<file path="config.mk">
export PLATFORM = sky130hd
export DESIGN_NAME = gpim_ctrl
export DESIGN_NICKNAME = d
export VERILOG_FILES = /design/src/rtl/gpim_pkg.sv /design/src/rtl/gpim_ctrl.sv
export SDC_FILE = /design/constraint.sdc
export NUM_CORES = 1
export LEC_CHECK = 0
export BUFFER_PORTS_ARGS = -buffer_cell sky130_fd_sc_hd__buf_2
export CAP_MARGIN = 5
export CORE_AREA = 2 2 39 41
export CTS_BUF_LIST = sky130_fd_sc_hd__clkbuf_4
export DETAILED_ROUTE_END_ITERATION = 16
export DIE_AREA = 0 0 41 43
export GPL_TIMING_DRIVEN = 1
export HOLD_SLACK_MARGIN = 0.15
export PLACE_DENSITY_LB_ADDON = 0.1
export SLEW_MARGIN = 20
export SYNTH_ARGS = -nofsm -noshare
export SYNTH_HDL_FRONTEND = slang
export SYNTH_SLANG_ARGS = --single-unit
</file>
<file path="constraint.sdc">
create_clock -name clk -period 4 [get_ports clk]
set_input_delay 0.8 -clock clk [delete_from_list [all_inputs] [get_ports clk]]
set_output_delay 0.8 -clock clk [all_outputs]
set_load 0.01 [all_outputs]
</file>
<file path="src/rtl/gpim_pkg.sv">
// shared types, constants and helpers of the grid point id mapper
package gpim_pkg;

  localparam int MAX_DIM_DEF    = 16;
  localparam int MAX_POINTS_DEF = 4096;

  localparam int SIZE_W     = 5;
  localparam int SIZE_LIMIT = (1 << SIZE_W) - 1;
  localparam int COORD_W    = 4;
  localparam int BASE_W     = 32;
  localparam int ID_W       = 33;
  localparam int STAT_W     = 2;
  localparam int CFG_IDX_W  = 3;
  localparam int CFG_DATA_W = 32;
  localparam int MULT_W     = 10;

  localparam logic [MULT_W-1:0] SHUFFLE_MULT = 10'd833;

  typedef enum logic {
    CMD_BUILD  = 1'b0,
    CMD_LOOKUP = 1'b1
  } cmd_t;

  typedef enum logic [STAT_W-1:0] {
    STAT_OK      = 2'd0,
    STAT_RANGE   = 2'd1,
    STAT_UNBUILT = 2'd2
  } status_t;

  typedef enum logic [CFG_IDX_W-1:0] {
    REG_SIZE_X         = 3'd0,
    REG_SIZE_Y         = 3'd1,
    REG_SIZE_Z         = 3'd2,
    REG_MORTON_ENABLE  = 3'd3,
    REG_SHUFFLE_ENABLE = 3'd4,
    REG_NODE_BASE      = 3'd5,
    REG_ELEMENT_BASE   = 3'd6
  } cfg_reg_t;

  // controller to datapath
  typedef struct packed {
    logic cap;
    logic walk;
    logic build_done;
    logic lin;
    logic chk;
    logic mul;
    logic mod_step;
    logic res_load;
  } ctrl_t;

  // datapath to controller
  typedef struct packed {
    logic walk_last;
    logic mod_last;
    logic shuffle;
  } dp_stat_t;

  // zero acts as one, anything above the dimension limit acts as the limit
  function automatic logic [SIZE_W-1:0] eff_size(logic [SIZE_W-1:0] raw, int max_dim);
    logic [SIZE_W-1:0] r;
    r = raw;
    if (raw == '0) begin
      r = SIZE_W'(1);
    end else if (int'(raw) > max_dim) begin
      r = SIZE_W'(max_dim);
    end
    return r;
  endfunction

endpackage

</file>
<file path="src/rtl/gpim_ctrl.sv">
// controller: sequences table builds and lookups, owns the response valid
module gpim_ctrl (
  input  logic               clk,
  input  logic               rst,
  input  logic               req_valid,
  output logic               req_ready,
  input  gpim_pkg::cmd_t     op,
  output logic               rsp_valid,
  input  logic               rsp_ready,
  output gpim_pkg::ctrl_t    ctrl,
  input  gpim_pkg::dp_stat_t stat
);

  typedef enum logic [2:0] {
    S_IDLE,
    S_WALK,
    S_LIN,
    S_CHK,
    S_MUL,
    S_MOD,
    S_DONE
  } state_t;

  state_t state;

  assign req_ready = (state == S_IDLE);

  always_comb begin
    ctrl = '0;
    unique case (state)
      S_IDLE: ctrl.cap = req_valid;
      S_WALK: begin
        ctrl.walk       = 1'b1;
        ctrl.build_done = stat.walk_last;
      end
      S_LIN:  ctrl.lin = 1'b1;
      S_CHK:  ctrl.chk = 1'b1;
      S_MUL:  ctrl.mul = 1'b1;
      S_MOD:  ctrl.mod_step = 1'b1;
      S_DONE: ctrl.res_load = !rsp_valid || rsp_ready;
      default: ;
    endcase
  end

  always_ff @(posedge clk) begin
    if (rst) begin
      state     <= S_IDLE;
      rsp_valid <= 1'b0;
    end else begin
      if (ctrl.res_load) begin
        rsp_valid <= 1'b1;
      end else if (rsp_ready) begin
        rsp_valid <= 1'b0;
      end
      unique case (state)
        S_IDLE: begin
          if (req_valid) begin
            state <= (op == gpim_pkg::CMD_BUILD) ? S_WALK : S_LIN;
          end
        end
        S_WALK: begin
          if (stat.walk_last) begin
            state <= S_DONE;
          end
        end
        S_LIN: state <= S_CHK;
        S_CHK: state <= S_MUL;
        S_MUL: state <= stat.shuffle ? S_MOD : S_DONE;
        S_MOD: begin
          if (stat.mod_last) begin
            state <= S_DONE;
          end
        end
        S_DONE: begin
          if (ctrl.res_load) begin
            state <= S_IDLE;
          end
        end
        default: state <= S_IDLE;
      endcase
    end
  end

endmodule

</file>
Yosys cells after proc, flatten, opt, wreduce, memory -nomap -nowiden
Index checks and enable logic that the tools add are counted.

Reductions and logical operators: 5. Muxes and demuxes: 16. Eq/ne operators: 10.

Operators by type and width (number): 3-bit case mux with 7 select lines (1); 3-bit two-way mux (4); 3-bit == test, second input constant (3); 1-bit two-way mux (8); 2-bit != test, second input constant (4); 3-bit by 2-bit == test with 1-bit output, second input constant (2); 2-bit two-way mux (3); 4-bit AND reduction (1); 3-bit by 1-bit == test with 1-bit output, second input constant (1); 3-bit zero test (1); 2-bit nonzero test (1); 1-bit zero test (1); 1-bit logical OR (1).

Input port bits: 8. Register bits: 4. Output and inout bits: 10. Word-level logic and storage cells: 33.

Depth between registers and ports, before layout
Gate-level depths: netlist of run 1.

Depth in word-level cells: 5. Mapped depth: 4. Mapped depth without buffers: 3.

Worst setup path before layout of run 1
No wires, ideal clock.

Path kind: input to output. From: in rsp_ready. To: out ctrl[0] (netlist name). Data arrival time: 1117 ps. Path buffers: 0. Cell stages on the path: 2. Path slack: 2083 ps. Required time: 3200 ps. Cell sequence: nand2b_1 -> nor2b_1.

RTL lines: start: declaration (RTL line gpim_ctrl.sv:9) `input logic rsp_ready,`; end: declaration (RTL line gpim_ctrl.sv:10) `output gpim_pkg::ctrl_t ctrl,`.

==> results of run 1 <==
synthesized netlist by cell type (2+ instances only):
master	count
a21oi_1	2
and2_1	2
and3_1	2
buf_2	2
dfxtp_1	4
inv_1	2
nor3_1	2
nor3b_1	3
o21ai_0	2
or2_2	2
area by class of cell:
class	instances	area, um^2	share of cell area
repair buffers	17	85.1	0.208
inverters	2	7.51	0.0183
well taps	16	20.0	0.0489
flip-flops and latches	4	80.1	0.196
clock buffers	3	22.5	0.0550
multi-input cells	29	194	0.474
stage by stage:
stage | std cells | utilization
2_1_floorplan | 38 | -
3_3_place_gp | 68 | 0.279
3_5_place_dp | 68 | 0.279
4_1_cts | 71 | 0.296
5_1_grt | 71 | 0.296
6_report | 71 | 0.296
logic make-up after synthesis:
| family | after synthesis | synth area share |
|---|---|---|
| AND/OR/NAND/NOR | 18 | 0.381 |
| AO/OA/AOI/OAI | 10 | 0.225 |
| buffers and inverters | 5 | 0.0720 |
| flip-flops | 4 | 0.271 |
| multiplexers | 1 | 0.0508 |
where the power goes:
part | leakage (nW) | internal [mW] | switching (mW)
Combinational | 0.149 | 0.0384 | 0.0353
Sequential | 0.0328 | 0.0478 | 0.0208
Clock | 0.0138 | 0.0336 | 0.0169
final timing paths:
| kind | end | cells after the start |
|---|---|---|
| hold / removal | rsp_valid | 2 |
| hold reg to reg | rsp_valid | 2 |
| setup reg to reg | state[0] | 3 |
| setup / recovery | ctrl[0] | 4 |
flip-flops by register name, summed over array words and instances (netlist names):
signal and count:
state 3, rsp_valid 1
worst reg2reg max path, delay by kind of cell (launching register included):
family	cells	cell delay, ps
compound gates	1	70
flops	1	550
mux	1	350
simple gates	1	470
layer usage:
layer	up-vias	GRT usage
met2	13	0.119
li1	173	-
met4	0	0.0200
met3	0	0.0471
met1	137	0.138
met5	-	0
==> results_dict.tcl, run 1 <==
set metrics [dict create \
    cap_viol_max_count 0 \
    mappedNetlistNets 46 \
    synth-warning-count 0 \
    synth_area_leaders "dfxtp_1 27%, nor3b_1 7.6%, mux2_4 5.1%, and2_1 4.2%, and3_1 4.2%" \
    worst_path_max_delay_cell "nand2b_1" \
    timing_worst_slew_pin_value_ps 389 \
    post_synth_num_cell_types 25 \
    critPathBufInv 2 \
    most_frequent_standard_cell_in_the_layout_excluding_fill_and_tap_cells "buf_2" \
    path_delay_family "simple AND/OR/NAND/NOR gates" \
    topRoutingLayerUsed "met3" \
    htreeDepth 1 \
    final_net_count 65 \
    powerDensity_nw_per_um2 472 \
    clk-insertion-delay-late_ps 240 \
    detailedRoute.firstPassIterationCount 4 \
    syn_area_um2 295 \
    critical_path.startpoint_type "primary input" \
    finish.instance_area_um2 409 \
    post_route_cells_drive_above_1_share 0.418 \
    peakVddDrop_v 0.000180 \
    die_area_um2 1760 \
    n_fill_cell 154 \
    grt_setup_unrepaired "false" \
    outcome "completed" \
    dp_worst_setup_slack_ps 1880 \
    report.final.hold_viol_count 0 \
    tns_ps 0 \
    grt_start_max_net_pins 15 \
    crit_arrival_ps 1320 \
    starting_density 0.213 \
    placed_area_um2 387 \
    final.min_clock_period_ps 2120 \
    ctsLongestPathBuffers 2 \
    critPathMostFrequentCell "buf_2" \
    critPathMaxFanout 3 \
    wire_per_inst_um 10.6 \
    regToRegStartpoint "state[2]" \
    count_of_flip_flops_with_a_built_in_enable_after_synthesis 0 \
    slowest_delay_ps 150 \
    mostFrequentLayoutCells "17 x buf_2, 4 x dfxtp_1, 3 x nor3b_1, 3 x clkbuf_4" \
    die-width_um 41 \
    detail_route.wirelength.met1_um 387 \
    overflow 0 \
    post_cts.repair.setup_buffers 0 \
    clock.fmax_mhz 471 \
    timing.hold.worst.start "rsp_valid" \
    cts.clk_slew.worst_paths_ps 40 \
    dr.first_iter.drc_count 3 \
    post_detailed_route_count_of_antenna_violating_nets 0 \
    cts-root-buf "clkbuf_4" \
    reg2reg_slack_ps 2460 \
    synth.top_cell.area_share 0.271 \
    num_vias 323 \
    maxSlewHeadroom 0.740 \
    first_global_vias 274 \
    netlist.top_cell.by_area "dfxtp_1" \
    met2_length_um 324 \
    crit_type "primary input to output port" \
    final_critical_path_setup_slack_ps 1880 \
    synth_sequential_area_ratio 0.271 \
    numPortBuffers 17 \
    rows 14 \
    grt_first_pass_wirelength_um 1130 \
    cts_tree "done" \
    vertical_extent_of_the_die_um 43 \
    vias_per_cell 4.55 \
    routabilityCongestion 0.678 \
    ios 18 \
    wl_met3_um 43 \
    cts_hold_buffers 0 \
    critical_path.endpoint_type "output port" \
    grtUsageTotal 0.0933 \
    cts_repair_resize_count 0 \
    cts_sinks 4 \
    timing.clock.skew_ps 4.85 \
    core-area_um2 1380 \
    synth_cells 38 \
    wirelength_um 756 \
    post_synth.cell_area_avg_um2 7.77 \
    leak_nw 0.196 \
    remaining_drc_errors 0 \
    dominantRegCellSynth "dfxtp_1" \
    area_growth_syn_to_layout_pct 38.6 \
    num_cts_buffers 3 \
    holdWs_ps 522 \
    cp_cell_sequence "buf_2 > nand2b_1 > nor2b_1 > buf_2" \
    num_antenna_cells 0 \
    post-route-period-util 0.530 \
    cp-startpoint "rsp_ready" \
    timing_max_transition_violations_final 0 \
    timing.critical_path.required_ps 3200 \
    async_reset_ff_frac 0 \
    power.total_mw 0.193 \
    hold_path_class "flop to flop" \
    grt_antenna_before_repair 0 \
    synth.ff_latch_count 4 \
    finalSetupViolations 0 \
]
Note: power is estimated with default switching activity, not from simulation.
==> run 2, diff against run 1 <==
- clock period: 4 -> 1.9 ns (I/O delays scaled with it)
==> run 2 against run 1 <==
  * Clock power grew 110%
  * Setup slack lost 1600 ps
  * Power up 110%
  * Sequential power increased by 110%
  * Hold slack got worse by 150 ps
  * Non-clock buffer count is the same
  * Critical path depth fell by 1
  * Sequential share of layout area did not move
  * Die area is the same
  * Cell area is the same
  * Sequential cell count unchanged
==> results_dict.tcl, run 2 (same netlist as run 1, synthesis figures left out) <==
set metrics [dict create \
    post_route_cells_drive_above_1_share 0.418 \
    slowest_delay_ps 550 \
    wirelength_um 762 \
    overflow 0 \
    report.final.hold_viol_count 0 \
    timing_worst_slew_pin_value_ps 396 \
    worst_path_max_delay_cell "dfxtp_1" \
    clk-insertion-delay-late_ps 240 \
    post-place-cells 68 \
    outcome "completed" \
    peakVddDrop_v 0.000342 \
    powerDensity_nw_per_um2 997 \
    ctsLongestPathBuffers 2 \
    cts_tree "done" \
    tns_ps 0 \
    critical_path.endpoint_type "output port" \
    post_detailed_route_count_of_antenna_violating_nets 0 \
    critPathBufInv 1 \
    most_frequent_standard_cell_in_the_layout_excluding_fill_and_tap_cells "buf_2" \
    largest_registers "state: 3 flops, rsp_valid: 1 flops" \
    hold_path_class "primary input to flop" \
    die_area_um2 1760 \
    grt_start_max_net_pins 15 \
    ios 18 \
    first_global_vias 277 \
    cts.clk_slew.worst_paths_ps 40 \
    hpwlAfterDp_um 564 \
    grt_setup_unrepaired "false" \
    top_register "state" \
    numPortBuffers 17 \
    power.total_mw 0.408 \
    timing.clock.skew_ps 3.07 \
    num_cts_buffers 3 \
    leak_nw 0.196 \
    htreeDepth 1 \
    n_fill_cell 159 \
    mostFrequentLayoutCells "17 x buf_2, 4 x dfxtp_1, 3 x nor3b_1, 3 x clkbuf_4" \
    cts_hold_buffers 0 \
    timing.critical_path.required_ps 1520 \
    internal-power_mw 0.252 \
    grtUsageTotal 0.0983 \
    vias_per_cell 4.52 \
    critical_path.startpoint_type "flop" \
    wire_per_inst_um 10.7 \
    grt_first_pass_wirelength_um 1120 \
    starting_density 0.213 \
    largest_register_ffs 3 \
    combPwrFrac 0.383 \
    stdcell_count 71 \
    rows 14 \
    vertical_extent_of_the_die_um 43 \
    crit_arrival_ps 1240 \
    die-width_um 41 \
    crit_type "flop to output port" \
    dr.first_iter.drc_count 9 \
    area_growth_syn_to_layout_pct 38.6 \
    routabilityCongestion 0.716 \
    power.share.clock 0.263 \
    cts_repair_resize_count 0 \
    final.min_clock_period_ps 1620 \
    cts-root-buf "clkbuf_4" \
    maxSlewHeadroom 0.736 \
    path_delay_family "flip-flops" \
    post-route-period-util 0.852 \
    remaining_drc_errors 0 \
    num_vias 321 \
    holdWs_ps 371 \
    timing_max_transition_violations_final 0 \
    share_seq_of_total_power 0.354 \
    switching_power_mw 0.155 \
    cp_cell_sequence "nor2_1 > and3_1 > buf_2" \
    post_cts.repair.setup_buffers 0 \
    grt_antenna_before_repair 0 \
    detailedRoute.firstPassIterationCount 2 \
    num_antenna_cells 0 \
    cap_viol_max_count 0 \
    switching_share 0.381 \
    clock.fmax_mhz 618 \
    final_net_count 65 \
    cts_sinks 4 \
    core-area_um2 1380 \
    finalSetupViolations 0 \
    critPathMaxFanout 13 \
]
-- run 2: cell counts in the layout (fill, tap and decap cells not counted) --
No cell type changed its count.
-- run 2: worst paths after layout --
kind / depth (start not counted) / slack [ps] / startpoint / end
worst max-delay path: 3 / 280 / state[2] / ctrl[5]
worst min-delay path: 2 / 370 / rst / state[1]
worst max register to register: 3 / 380 / state[2] / state[0]
worst min register to register: 2 / 520 / rsp_valid / rsp_valid
-- run 2: final cells by class --
class | count | area, um^2 | share of cell area
clock buffer | 3 | 22.5 | 0.0550
inverter | 2 | 7.51 | 0.0183
multi-input combinational | 29 | 194 | 0.474
sequential | 4 | 80.1 | 0.196
tap | 16 | 20.0 | 0.0489
timing repair buffer | 17 | 85.1 | 0.208
-- run 2: per-stage QoR --
step | area [um^2] | setup WS [ps] | util
2_1_floorplan | 295 | 477 | -
4_1_cts | 409 | 280 | 0.296
3_5_place_dp | 387 | 404 | 0.279
3_3_place_gp | 387 | 393 | 0.279
5_1_grt | 409 | 194 | 0.296
6_report | 409 | 282 | 0.296
-- run 2: power by group through the flow --
stage	clock [mW]	sequential, mW	combinational (mW)
after global placement	0	0.146	0.159
after CTS	0.113	0.143	0.159
after global routing	0.112	0.149	0.175
final	0.107	0.144	0.156
after detailed placement	0	0.145	0.159
after floorplan	0	0.111	0.134
-- run 2: metal layers --
layer | part of all wire | track usage
met4 | 0 | 0.120
met2 | 0.49 | 0.131
met3 | 0.051 | 0
met5 | 0 | 0
met1 | 0.46 | 0.122
==> run 3, diff against run 2 <==
- clock period: 1.9 -> 2.1 ns (I/O delays scaled with it)
==> run 3 against run 2 <==
  * Via count up 5.6%
  * Utilization unchanged
  * Non-clock buffer count unchanged
  * Die area unchanged
  * Clock power down 8%
  * Sequential cell count unchanged
  * Power down 9.1%
  * Critical endpoint is now ctrl[3]
  * Largest power group unchanged
  * Register-to-register slack better by 200 ps
  * Setup slack better by 150 ps
==> results_dict.tcl, run 3 (same netlist as run 1, synthesis figures left out) <==
set metrics [dict create \
    timing_max_transition_violations_final 0 \
    fin_util 0.296 \
    timing.critical_path.required_ps 1680 \
    final-seq-area_um2 80.1 \
    post-place-cells 68 \
    placed_area_um2 387 \
    ctsLongestPathBuffers 2 \
    peakVddDrop_v 0.000333 \
    total_area_of_multi_input_combinational_cells_um2 194 \
    path_delay_family "flip-flops" \
    cts_sinks 4 \
    cap_viol_max_count 0 \
    finalSetupViolations 0 \
    overflow 0 \
    switching_share 0.384 \
    cts_tree "done" \
    grtUsageTotal 0.0973 \
    remaining_drc_errors 0 \
    rows 14 \
    ios 18 \
    final.min_clock_period_ps 1670 \
    worst_path_max_delay_cell "dfxtp_1" \
    cts-root-buf "clkbuf_4" \
    cts_hold_buffers 0 \
    vias_per_cell 4.77 \
    vertical_extent_of_the_die_um 43 \
    switching_power_mw 0.143 \
    share_seq_of_total_power 0.354 \
    timing_worst_slew_pin_value_ps 397 \
    grt_antenna_before_repair 0 \
    cts_repair_resize_count 0 \
    grt_start_max_net_pins 15 \
    dp_worst_setup_slack_ps 593 \
    holdWs_ps 406 \
    stdcell_count 71 \
    hold_path_class "primary input to flop" \
    clk-insertion-delay-late_ps 240 \
    timing.clock.skew_ps 0.936 \
    finish.instance_area_um2 409 \
    hpwlAfterDp_um 566 \
    report.final.hold_viol_count 0 \
    htreeDepth 1 \
    post_cts.repair.setup_buffers 0 \
    top_register "state" \
    crit_arrival_ps 1250 \
    mostFrequentLayoutCells "17 x buf_2, 4 x dfxtp_1, 3 x nor3b_1, 3 x clkbuf_4" \
    post-route-period-util 0.794 \
    wirelength_um 777 \
    num_vias 339 \
    maxSlewHeadroom 0.735 \
    critPathBufInv 2 \
    core-area_um2 1380 \
    internal-power_mw 0.228 \
    critPathMaxFanout 9 \
    power.total_mw 0.371 \
    cts.clk_slew.worst_paths_ps 40 \
    area_growth_syn_to_layout_pct 38.6 \
    final_net_count 65 \
    largest_registers "state: 3 flops, rsp_valid: 1 flops" \
    final_critical_path_setup_slack_ps 432 \
    slowest_delay_ps 480 \
    dr.first_iter.drc_count 6 \
    post_route_cells_drive_above_1_share 0.418 \
    most_frequent_standard_cell_in_the_layout_excluding_fill_and_tap_cells "buf_2" \
    post_detailed_route_count_of_antenna_violating_nets 0 \
    starting_density 0.213 \
    num_cts_buffers 3 \
    power.share.clock 0.266 \
    combPwrFrac 0.380 \
    wire_per_inst_um 10.9 \
    critical_path.startpoint_type "flop" \
    die_area_um2 1760 \
    critical_path.endpoint_type "output port" \
    largest_register_ffs 3 \
    cp_cell_sequence "inv_1 > nor3b_1 > buf_2" \
    grt_setup_unrepaired "false" \
    die-width_um 41 \
    leak_nw 0.196 \
    detailedRoute.firstPassIterationCount 4 \
    clock.fmax_mhz 600 \
    outcome "completed" \
    num_antenna_cells 0 \
    powerDensity_nw_per_um2 907 \
    tns_ps 0 \
    crit_type "flop to output port" \
    numPortBuffers 17 \
    first_global_vias 273 \
    routabilityCongestion 0.715 \
    grt_first_pass_wirelength_um 1100 \
    n_fill_cell 154 \
]
-- run 3: layout make-up --
class | instances | area share
well taps | 16 | 0.0489
repair buffers | 17 | 0.208
multi-input cells | 29 | 0.474
inverters | 2 | 0.0183
clock buffers | 3 | 0.0550
flip-flops and latches | 4 | 0.196
-- run 3: worst register-to-register path: cells and delay by family, from the launching register on --
kind / cells / cell delay [ps]
flip-flops: 1 / 550
AND/OR/NAND/NOR: 1 / 460
multiplexers: 1 / 340
AO/OA/AOI/OAI: 1 / 70
-- run 3: worst paths after layout --
kind,cells past startpoint,slack [ps],endpoint,start
min reg2reg,2,530,rsp_valid,rsp_valid
max,3,430,ctrl[3],state[1]
max reg2reg,3,580,state[0],state[2]
min,2,410,state[1],rst
-- run 3: layer usage --
metal	GRT usage	up-vias	part of all wire
met3	0	3	0.037
met2	0.122	12	0.43
met1	0.128	152	0.49
li1	-	172	-
met5	0	-	0
met4	0.120	0	0.035
-- run 3: power groups by stage --
stage / registers, mW / clock network [mW] / logic (mW)
after global routing: 0.134 / 0.102 / 0.158
after global placement: 0.132 / 0 / 0.144
after CTS: 0.130 / 0.101 / 0.144
after detailed placement: 0.132 / 0 / 0.143
final: 0.131 / 0.0986 / 0.141
after floorplan: 0.101 / 0 / 0.121
